### src/rtl/symmetric_flow_hash_dispatch_defines.svh
// Assertion macros shared by the flow hash dispatch RTL.
// Needs a clock named clk and a reset named rst in the using module.
`ifndef SYMMETRIC_FLOW_HASH_DISPATCH_DEFINES_SVH
`define SYMMETRIC_FLOW_HASH_DISPATCH_DEFINES_SVH

// Property must hold at every edge outside reset.
`define SFH_ASSERT_ALWAYS(lbl, expr) \
  lbl: assert property (@(posedge clk) disable iff (rst) (expr)) \
    else $error("sfh assertion failed");

// Antecedent implies consequent in the same cycle.
`define SFH_ASSERT_IMPL(lbl, ante, cons) \
  lbl: assert property (@(posedge clk) disable iff (rst) (ante) |-> (cons)) \
    else $error("sfh assertion failed");

// Antecedent implies consequent in the next cycle.
`define SFH_ASSERT_NEXT(lbl, ante, cons) \
  lbl: assert property (@(posedge clk) disable iff (rst) (ante) |=> (cons)) \
    else $error("sfh assertion failed");

`endif

### src/rtl/sfh_pkg.sv
// Shared types, constants and the octet-to-decimal helper for the flow hash.
// No dependencies.
`default_nettype none
package sfh_pkg;

  localparam int unsigned TextCells = 21;   // longest "a.b.c.d:port"
  localparam int unsigned LenW      = 5;
  localparam logic [7:0]  ProtoTcp  = 8'd6;
  localparam logic [7:0]  CharZero  = 8'h30;
  localparam logic [7:0]  CharDot   = 8'h2e;
  localparam logic [7:0]  CharColon = 8'h3a;
  localparam logic [31:0] HashPrimeLow = 32'd403;  // prime = 2^24 + 403

  typedef logic [7:0] char_t;

  typedef struct packed {
    logic clr;
    logic wr;
    logic shift;
  } cell_ctl_t;

  typedef struct packed {
    logic [1:0]      cnt;
    logic [2:0][3:0] d;   // d[0] is the ones digit
  } dec3_t;

  // Decimal digits of one octet; x/10 done as (x*205)>>11.
  function automatic dec3_t dec8(input logic [7:0] v);
    logic [18:0] p0;
    logic [7:0]  q0;
    logic [18:0] p1;
    logic [7:0]  q1;
    dec3_t       r;
    p0 = 19'(v) * 19'd205;
    q0 = p0[18:11];
    p1 = 19'(q0) * 19'd205;
    q1 = p1[18:11];
    r.d[0] = 4'(v - 8'(q0 * 8'd10));
    r.d[1] = 4'(q0 - 8'(q1 * 8'd10));
    r.d[2] = q1[3:0];
    r.cnt  = (v >= 8'd100) ? 2'd3 : ((v >= 8'd10) ? 2'd2 : 2'd1);
    return r;
  endfunction

endpackage
`default_nettype wire

### src/rtl/sfh_cell.sv
// One character cell of an endpoint text chain.
// Depends on sfh_pkg.
`default_nettype none
module sfh_cell (
  input  wire                  clk,
  input  sfh_pkg::cell_ctl_t   ctl,
  input  wire                  sel,
  input  sfh_pkg::char_t       wr_char,
  input  sfh_pkg::char_t       nbr,
  output sfh_pkg::char_t       q
);
  import sfh_pkg::*;

  always_ff @(posedge clk) begin
    if (ctl.clr) begin
      q <= '0;
    end else if (ctl.wr && sel) begin
      q <= wr_char;
    end else if (ctl.shift) begin
      q <= nbr;             // move one place toward the head
    end
  end
endmodule
`default_nettype wire

### src/rtl/sfh_text.sv
// Endpoint text builder: writes "a.b.c.d:port" into a chain of cells and
// shifts it out head first. Depends on sfh_pkg and sfh_cell.
`default_nettype none
module sfh_text (
  input  wire                       clk,
  input  wire                       rst,
  input  wire                       start,
  input  wire                       shift,
  input  wire [31:0]                addr,
  input  wire [15:0]                port,
  output logic                      done,
  output logic [sfh_pkg::LenW-1:0]  len,
  output sfh_pkg::char_t            head
);
  import sfh_pkg::*;

  typedef enum logic [1:0] {T_IDLE, T_SPLIT, T_EMIT, T_DONE} tstate_t;

  tstate_t         state;
  logic [31:0]     addr_sh;
  logic [15:0]     pv;
  logic [4:0][3:0] pd;
  logic [2:0]      pcnt;
  logic [2:0]      step;
  logic [2:0]      tok;
  logic [2:0]      dig;

  logic [32:0]     pmul;
  logic [15:0]     pq;
  dec3_t           oc;
  logic [2:0]      ndig;
  logic [2:0]      didx;
  logic [3:0]      digit;
  char_t           wchar;
  logic            is_digit;
  logic            last_char;
  cell_ctl_t       ctl;
  char_t           cells [TextCells];

  // port / 10 as (p * 0xCCCD) >> 19
  assign pmul = 33'(pv) * 33'h0CCCD;
  assign pq   = 16'(pmul[32:19]);

  always_comb begin
    oc   = dec8(addr_sh[31:24]);
    ndig = (tok == 3'd4) ? pcnt : {1'b0, oc.cnt};
    didx = 3'(ndig - 3'd1 - dig);
    digit = (tok == 3'd4) ? pd[didx] : oc.d[didx[1:0]];
    is_digit  = (dig < ndig);
    wchar     = is_digit ? (CharZero + {4'd0, digit})
                         : ((tok == 3'd3) ? CharColon : CharDot);
    last_char = (tok == 3'd4) && (dig == 3'(ndig - 3'd1));
    ctl.clr   = start;
    ctl.wr    = (state == T_EMIT);
    ctl.shift = shift;
  end

  always_ff @(posedge clk) begin
    if (rst) begin
      state <= T_IDLE;
      len   <= '0;
    end else begin
      case (state)
        T_IDLE, T_DONE: begin
          if (start) begin
            state   <= T_SPLIT;
            addr_sh <= addr;
            pv      <= port;
            pcnt    <= 3'd1;
            step    <= '0;
            tok     <= '0;
            dig     <= '0;
            len     <= '0;
          end
        end
        T_SPLIT: begin
          pd[step] <= 4'(pv - 16'(pq * 16'd10));
          if (pv != 16'd0) pcnt <= 3'(step + 3'd1);
          pv   <= pq;
          step <= 3'(step + 3'd1);
          if (step == 3'd4) state <= T_EMIT;
        end
        T_EMIT: begin
          len <= LenW'(len + 1'b1);
          if (is_digit) begin
            dig <= 3'(dig + 3'd1);
            if (last_char) state <= T_DONE;
          end else begin
            dig     <= '0;
            tok     <= 3'(tok + 3'd1);
            addr_sh <= {addr_sh[23:0], 8'd0};
          end
        end
        default: state <= T_IDLE;
      endcase
    end
  end

  for (genvar i = 0; i < TextCells; i++) begin : g_cell
    sfh_cell u_cell (
      .clk     (clk),
      .ctl     (ctl),
      .sel     (len == LenW'(i)),
      .wr_char (wchar),
      .nbr     ((i == TextCells - 1) ? char_t'(0) : cells[(i + 1) % TextCells]),
      .q       (cells[i])
    );
  end

  assign head = cells[0];
  assign done = (state == T_DONE);
endmodule
`default_nettype wire

### src/rtl/symmetric_flow_hash_dispatch.sv
// Top level of the symmetric flow hash dispatcher.
// Depends on sfh_pkg, sfh_text, sfh_cell and the assertion macro header.
`default_nettype none
// One packet header is taken per beat on in_valid/in_ready and one result beat
// leaves on out_valid/out_ready. Non-TCP headers go straight to the result
// stage with all result fields zero. A TCP header builds both endpoint texts
// in parallel in two 21-cell character chains (a port digit split, then the
// characters written one at a time, 9 to 21 of them), then the chains shift
// out head first into the hash register, one character position per cycle
// until the longer text is used up, then a bit-serial restoring remainder
// reduces the hash by the queue count. No new header is taken until the
// current result is loaded into the output register. The next header is taken
// while a finished result still waits in the output register. queue_count is
// written on cfg_valid/cfg_ready (always ready); 0 acts as 1 and values above
// MAX_QUEUES saturate. Reset value of queue_count is 9.
module symmetric_flow_hash_dispatch #(
  parameter int unsigned MAX_QUEUES = 64
) (
  input  wire         clk,
  input  wire         rst,
  input  wire         in_valid,
  output logic        in_ready,
  input  wire  [7:0]  protocol,
  input  wire  [31:0] src_addr,
  input  wire  [31:0] dst_addr,
  input  wire  [15:0] src_port,
  input  wire  [15:0] dst_port,
  output logic        out_valid,
  input  wire         out_ready,
  output logic        dispatched,
  output logic [5:0]  queue_index,
  output logic [31:0] flow_hash,
  input  wire         cfg_valid,
  output logic        cfg_ready,
  input  wire  [6:0]  cfg_data
);
  import sfh_pkg::*;
`include "symmetric_flow_hash_dispatch_defines.svh"

  typedef enum logic [2:0] {S_IDLE, S_BUILD, S_HASH, S_MOD, S_DONE} state_t;

  state_t            state;
  logic [6:0]        queue_count;
  logic [31:0]       h;
  logic [6:0]        rem;
  logic [4:0]        bitn;
  logic [LenW-1:0]   hcnt;
  logic              res_disp;

  logic              start;
  logic              done_a, done_b;
  logic [LenW-1:0]   len_a, len_b, hash_len;
  char_t             head_a, head_b;
  logic              shift;
  logic [6:0]        qc_eff;
  logic [31:0]       h_next;
  logic [7:0]        trial;
  logic [6:0]        rem_next;
  logic              out_free;

  assign cfg_ready = 1'b1;
  assign in_ready  = (state == S_IDLE);
  assign out_free  = !out_valid || out_ready;
  assign start     = in_valid && in_ready && (protocol == ProtoTcp);
  assign shift     = (state == S_HASH);
  assign hash_len  = (len_a > len_b) ? len_a : len_b;

  // Saturate the queue count, then treat zero as one.
  always_comb begin
    qc_eff = (32'(queue_count) > MAX_QUEUES) ? 7'(MAX_QUEUES) : queue_count;
    if (qc_eff == 7'd0) qc_eff = 7'd1;
  end

  // h * prime mod 2^32, prime = 2^24 + 403; empty cells read zero, so past the
  // shorter text the sum is just the longer text's character.
  assign h_next = ({h[7:0], 24'd0} + 32'(h * HashPrimeLow))
                  ^ {23'd0, 9'({1'b0, head_a} + {1'b0, head_b})};

  assign trial    = {rem, h[bitn]};
  assign rem_next = (trial >= {1'b0, qc_eff}) ? 7'(trial - {1'b0, qc_eff}) : trial[6:0];

  sfh_text u_text_src (
    .clk(clk), .rst(rst), .start(start), .shift(shift),
    .addr(src_addr), .port(src_port),
    .done(done_a), .len(len_a), .head(head_a)
  );

  sfh_text u_text_dst (
    .clk(clk), .rst(rst), .start(start), .shift(shift),
    .addr(dst_addr), .port(dst_port),
    .done(done_b), .len(len_b), .head(head_b)
  );

  always_ff @(posedge clk) begin
    if (rst) begin
      state       <= S_IDLE;
      queue_count <= 7'd9;
      out_valid   <= 1'b0;
    end else begin
      if (cfg_valid && cfg_ready) queue_count <= cfg_data;
      // a new result in S_DONE takes over the slot instead
      if (out_valid && out_ready && state != S_DONE) out_valid <= 1'b0;
      case (state)
        S_IDLE: begin
          if (in_valid) begin
            h        <= '0;
            rem      <= '0;
            hcnt     <= '0;
            bitn     <= 5'd31;
            res_disp <= (protocol == ProtoTcp);
            state    <= (protocol == ProtoTcp) ? S_BUILD : S_DONE;
          end
        end
        S_BUILD: begin
          if (done_a && done_b) state <= S_HASH;
        end
        S_HASH: begin
          h    <= h_next;
          hcnt <= LenW'(hcnt + 1'b1);
          if (LenW'(hcnt + 1'b1) == hash_len) state <= S_MOD;
        end
        S_MOD: begin
          rem  <= rem_next;
          bitn <= 5'(bitn - 5'd1);
          if (bitn == 5'd0) state <= S_DONE;
        end
        S_DONE: begin
          if (out_free) begin
            out_valid   <= 1'b1;
            dispatched  <= res_disp;
            queue_index <= rem[5:0];
            flow_hash   <= h;
            state       <= S_IDLE;
          end
        end
        default: state <= S_IDLE;
      endcase
    end
  end

  `SFH_ASSERT_IMPL(a_nodisp_zero, out_valid && !dispatched, queue_index == 6'd0 && flow_hash == 32'd0)
  `SFH_ASSERT_IMPL(a_rem_bound, state == S_MOD, rem < qc_eff)
  `SFH_ASSERT_NEXT(a_hash_to_mod, state == S_HASH && LenW'(hcnt + 1'b1) == hash_len, state == S_MOD)
endmodule
`default_nettype wire

### config.mk
export PLATFORM = sky130hd
export DESIGN_NAME = symmetric_flow_hash_dispatch
export DESIGN_NICKNAME = d
export VERILOG_FILES = /design/src/rtl/sfh_pkg.sv /design/src/rtl/sfh_cell.sv /design/src/rtl/sfh_text.sv /design/src/rtl/symmetric_flow_hash_dispatch.sv
export VERILOG_INCLUDE_DIRS = /design/src /design/src/rtl
export SDC_FILE = /design/constraint.sdc
export NUM_CORES = 2
export LEC_CHECK = 0
export ABC_AREA = 0
export BUFFER_PORTS_ARGS = -buffer_cell sky130_fd_sc_hd__buf_2
export CAP_MARGIN = 20
export CORE_UTILIZATION = 40
export CTS_BUF_LIST = sky130_fd_sc_hd__clkbuf_4
export CTS_CLUSTER_DIAMETER = 30
export CTS_CLUSTER_SIZE = 14
export DETAILED_ROUTE_END_ITERATION = 12
export GPL_TIMING_DRIVEN = 0
export PLACE_DENSITY_LB_ADDON = 0.15
export SLEW_MARGIN = 30
export SYNTH_ARGS = -nofsm -noshare
export SYNTH_HDL_FRONTEND = slang
export SYNTH_SLANG_ARGS = --single-unit
### constraint.sdc
create_clock -name clk -period 10.16 [get_ports clk]
set_input_delay 2.032 -clock clk [delete_from_list [all_inputs] [get_ports clk]]
set_output_delay 2.032 -clock clk [all_outputs]
set_load 0.005 [all_outputs]
After elaboration in Yosys (flattened, before gate mapping). Cells that the tools add are included.

Flip-flop bits (word level): 610. Input bits: 116. Output and inout port bits: 42. Logic and storage cells: 517.

$add $sub $neg: 25. Multipliers: 13. Order comparisons: 18. Equality and inequality tests: 78. Multiplexer cells: 171. Bitwise gates (word level): 2. Reduce and logical (&&, ||, !) cells: 131.

Operators with widths (count): two-way mux 8 bit (85); one-hot mux 32 bit (2 select lines) (3); two-way mux 32 bit (5); nonzero test 2 bit (48); == test 5 x 4 -> 1 bit, second input constant (16); multiplier 16 x 16 -> 32 bit, second input constant (2); one-hot mux 16 bit (2 select lines) (2); logical AND 1 bit (51); == test 5 bit, second input constant (10); two-way mux 3 bit (16); one-hot mux 3 bit (2 select lines) (8); bitwise mux 20 bit (2); == test 5 x 3 -> 1 bit, second input constant (8); one-hot mux 5 bit (2 select lines) (4); adder 32 bit (1); multiplier 32 x 9 -> 32 bit, second input constant (1); multiplier 8 x 8 -> 16 bit, second input constant (2); two-way mux 16 bit (2); two-way mux 4 bit (8); nonzero test 16 bit (2); bitwise XOR 32 x 9 -> 32 bit (1); two-way mux 5 bit (6); two-way mux 7 bit (4); multiplier 13 x 3 -> 3 bit, second input constant (2); 56 further kinds (149).

Longest topological paths before layout.
Word-level depth: 12. Gate-level depth with buffers: 41. Depth with buffers taken out: 41.

Modules after synthesis. Synthesis repeated with hierarchy kept, for this count alone.

Cells, all modules: 4459. Area, all modules: 47857.1 µm².

Modules (own cells, without submodules): sfh_cell (instances 42, cells each 35, area an instance 391.6 µm², seq. area each 160.2 µm²); sfh_text (u_text_src) (instances 1, cells each 1084, area an instance 11135.7 µm², seq. area each 2542.4 µm²); sfh_text (u_text_dst) (instances 1, cells each 1018, area an instance 10865.4 µm², seq. area each 2542.4 µm²); symmetric_flow_hash_dispatch (instances 1, cells each 887, area an instance 9407.8 µm², seq. area each 2892.8 µm²).

Least setup slack after synthesis. Ideal clock, no wire load.

Path type: register -> register. Start: register u_text_src.addr_sh[25]. End: register u_text_src.g_cell[15].u_cell.q[2]. Library setup time: 0.139 ns. Arrival time: 8.012 ns. Data required time: 10.021 ns. Path slack: 2.009 ns. Stages on the path, launching flop included: 39. Buffers on the path: 1. Period minus slack after synthesis: 8.151 ns. Path through: edfxtp_1 > inv_1 > ha_1 > xnor2_1 > ha_1 > fa_1 > inv_1 > fa_1 > inv_1 > ha_1 > a21o_1 > a21oi_1 > o21ai_0 > o21a_1 > o21ai_0 > nor2b_1 > nand2_1 > a21oi_1 > [... 3 more ...] > fa_1 > inv_1 > ha_1 > a21oi_1 > o21ai_0 > a311o_1 > and3_1 > or2_2 > a211oi_1 > nand2_1 > fa_1 > nand2_1 > o21ai_0 > nand2_1 > o21ai_0 > a21oi_1 > clkbuf_1 > a311oi_1.

Word-level cells in the longest chain between the ends: 12. Elaborated cells on any way between the ends: 22. Classes of those cells: 5 x add/sub; 4 x mul; 3 x order compare; 10 x mux.

Ends and longest elaborated chain: from (decl) (line sfh_text.sv:20) `logic [31:0] addr_sh;`; from (signal assigned) (line sfh_text.sv:67) `addr_sh <= addr;`; from (signal assigned) (line sfh_text.sv:91) `addr_sh <= {addr_sh[23:0], 8'd0};`; branches (longest 10 deep; another with multiplier 8 x 8 -> 16 bit); two-way mux 8 bit * (line sfh_text.sv:50) `wchar = is_digit ? (CharZero + {4'd0, digit})`; two-way mux 8 bit * (line sfh_cell.sv:17) `end else if (ctl.wr && sel) begin`; to (signal assigned) (line sfh_cell.sv:18) `q <= wr_char;`; to (signal assigned) (line sfh_cell.sv:20) `q <= nbr;`; to (decl) (line sfh_cell.sv:10) `output sfh_pkg::char_t q`.

Mark *: on every way between the ends. The select of a mux whose other input is x is not followed. A chain may end at the register's enable or synchronous reset.

Final worst setup path.
Start: register u_text_src.addr_sh[25]. End: register u_text_src.g_cell[13].u_cell.q[2].

Word-level cells in the longest chain between the ends: 12. Elaborated cells on any way between the ends: 22. Classes of those cells: 5 x add/sub; 4 x mul; 3 x order compare; 10 x mux.

Ends and longest elaborated chain (line): branches (longest 10 deep; another with multiplier 8 x 8 -> 16 bit); two-way mux 8 bit * (sfh_text.sv:50); two-way mux 8 bit * (sfh_cell.sv:17); to (signal assigned) (sfh_cell.sv:18); to (signal assigned) (sfh_cell.sv:20); to (decl) (sfh_cell.sv:10).

Marks and branches as above.

==> run metrics <==
Crit path largest cell delay 550 ps; vias 30,800; CP Max Fanout 10; final antenna-violating net count 0; min-delay src res_disp; Fin. Hold Viols 0; CTS buffer count 145; R2R setup slack 620 ps; Slew @ Worst Pin 1110 ps; top_reg_cell synth dfxtp_1; hpwl dp 84,700 um; die area 0.104 sq mm; # fillers 10,200; Power Density 239 mW/mm^2; largest net degree at the start of global routing 26; DR pass1 iterations 6; first-pass GRT wire length 172,000 um; final setup fails 0; Crit Path Class reg -> reg; final max-slew violation count 0; Crit-path slowest cell fa_1; worst skew pair latency 1060 ps; root buffer cell clkbuf_4; dpl cell area 0.0438 sq mm; core area 0.102 sq mm; Die X 323 um; syn_nets 5,296; CP endpoint kind flip-flop; hold buffers post-CTS 0; io pins 158; net switching power 4.56 mW; # rows 117; Tot GR Track Use 21.3%; Clock power frac 20.6%; NumNets Final 5,609; Slew headroom 26.0%; Setup TNS Final 0 ps; Net Sw Frac 41.4%; fmax 0.105 GHz; Clock Tree Buf Depth 3; Top delay family on crit path adder cells; final core occ 45.2%; Worst-path clk slew 80 ps; Synth cell types 70; sequential fraction of the synthesis area 31.7%; VDD IR max 0.284 mV; crit start category flip-flop; number of global-route vias before repair 31,100; synth warn 0; Max-Cap Viols 0; Hold WC Path Type reg -> reg; dpl ws 376 ps; Clock Sinks 526; post-CTS setup buffer count 0; Worst Hold Path EP dispatched; Area growth, synth to finish 11.9%; mapped cell area 0.0411 sq mm; GR Overflow Total 0; RSZ-0062 raised after global routing false; fin worst setup slack 623 ps; final std cells w/o fill 6,100; DR vias/cell 5.05; # DRC 0; WL/cell 17.6 um; hold path cells 0; WP data arrival 10,430 ps; status finished, final reports clean; post-route cell area 0.0460 sq mm; Seq pwr share 27.1%; Reg2Reg Capture Point u_text_src.g_cell[13].u_cell.q[2]; IO buf count 155; synthesized netlist cell count 4,295; initial antenna violation count 4; proportion of layout cells with a drive suffix above 1 11.5%; DRT Wirelength 107,000 um; Initial Util 40.4%; WP buf/inv 6; reg2reg start u_text_src.addr_sh[25]; P_leak 21.4 nW; DP Cell Count 5,828; Req. time, crit path 11,050 ps; htree depth 4; Tmin final 9540 ps; Synth async-reset ratio 0%; CTS tree built; r2r worst-path depth 37; DIE HEIGHT 323 um; Mapped Avg Cell Area 9.58 sq um; Iteration-0 DRC Markers 1,767; Gate power share 52.3%; Final Wtd Congestion 0.879; Int Pwr 6.46 mW; EDFF count, synth 249; Yosys reg bits 526; clk_skew 65.2 ps; Final Cycle Share 93.9%
[per-layer routing]
metal	part of all wire [%]	wire, um	track usage, %
met4	2.8	2990	7.54
met1	45	48400	28.0
met2	47	50400	35.4
met5	0	0	0
met3	5.2	5580	3.54
[layout by cell type (no fill, tap or decap), types with 55 or more instances in the layout]
cell type	n
a211oi_1	117
a21o_1	61
a21oi_1	190
and3_1	55
buf_2	156
clkbuf_1	140
clkbuf_4	173
dfxtp_1	277
edfxtp_1	249
fa_1	273
ha_1	612
inv_1	634
mux2_2	70
nand2_1	564
nand3_1	99
nor2_1	251
o21ai_0	136
xnor2_1	87
[power by group through the flow]
| stage | Clock, mW | Sequential [mW] | Combinational [mW] |
|---|---|---|---|
| 4_1_cts | 2.33 | 2.99 | 5.83 |
| 5_1_grt | 2.44 | 3.04 | 6.64 |
| 2_1_floorplan | 0 | 2.93 | 4.49 |
| 3_5_place_dp | 0 | 3.03 | 5.76 |
| 6_report | 2.27 | 2.99 | 5.76 |
| 3_3_place_gp | 0 | 3.03 | 5.70 |
[sequential cells by signal, summed over array words and instances, names as in the netlist, 6 cells and up]
signal,cells
flow_hash,32
h,32
queue_count,7
queue_index,6
rem,7
u_text_dst.addr_sh,32
u_text_dst.g_cell.u_cell.q,126
u_text_dst.pd,20
u_text_dst.pv,16
u_text_src.addr_sh,32
u_text_src.g_cell.u_cell.q,126
u_text_src.pd,20
u_text_src.pv,16
[cell usage after synthesis (all sizes together) (48+ instances only)]
library cell / n / area [sq um]
inv: 634 / 2380
ha: 612 / 7660
nand2: 564 / 2120
dfxtp: 277 / 5550
fa: 273 / 5470
nor2: 254 / 956
edfxtp: 249 / 7480
a21oi: 193 / 966
clkbuf: 144 / 541
o21ai: 138 / 691
a211oi: 117 / 878
nand3: 99 / 495
xnor2: 88 / 778
mux2: 70 / 788
a21o: 61 / 458
and3: 55 / 344
and2: 49 / 307
nor2b: 48 / 300
[per-stage QoR]
step / total power, mW / hold slack, ps
floorplan: 7.43 / 400
global placement: 8.73 / 444
detailed placement: 8.79 / 442
CTS: 11.1 / 461
global route: 12.1 / 465
finish: 11.0 / 454
[logic make-up after synthesis]
| logic type | synth area share (%) |
|---|---|
| AO/OA/AOI/OAI | 10.1 |
| XOR/XNOR | 2.98 |
| flip-flops | 31.7 |
| adder cells (fa/ha/maj) | 31.9 |
| buffers and inverters | 7.35 |
| AND/OR/NAND/NOR | 12.6 |
| other | 0.00912 |
| multiplexers | 3.36 |
[worst max-delay path by stage]
stage,from,endpoint,slack (ps),cells past startpoint
finish,u_text_src.addr_sh[25],u_text_src.g_cell[13].u_cell.q[2],620,37
global route,u_text_src.addr_sh[25],u_text_src.g_cell[13].u_cell.q[2],7,37
CTS,u_text_src.addr_sh[25],u_text_src.g_cell[13].u_cell.q[2],350,37
detailed placement,u_text_src.addr_sh[25],u_text_src.g_cell[13].u_cell.q[2],380,37
global placement,u_text_src.addr_sh[25],u_text_src.g_cell[13].u_cell.q[2],540,37
floorplan,u_text_src.addr_sh[25],u_text_src.g_cell[15].u_cell.q[2],2010,38
[what timing repair did]
action,4_1_cts,5_1_grt
hold endpoints to repair,0,0
endpoints found under the setup margin,0,52
resized for setup,0,7
[layout make-up]
type	count	area [sq um]	area share, %
Multi-Input combinational cell	2967	25200	54.7
Clock inverter	92	866	1.88
Timing Repair Buffer	166	936	2.03
Clock buffer	173	1300	2.82
Sequential cell	526	13000	28.3
Inverter	634	2380	5.17
Tap cell	1368	1710	3.72
Buffer	168	648	1.41
Antenna cell	6	15.0	0.0326
No activity file was read; power rests on OpenSTA's default activity.
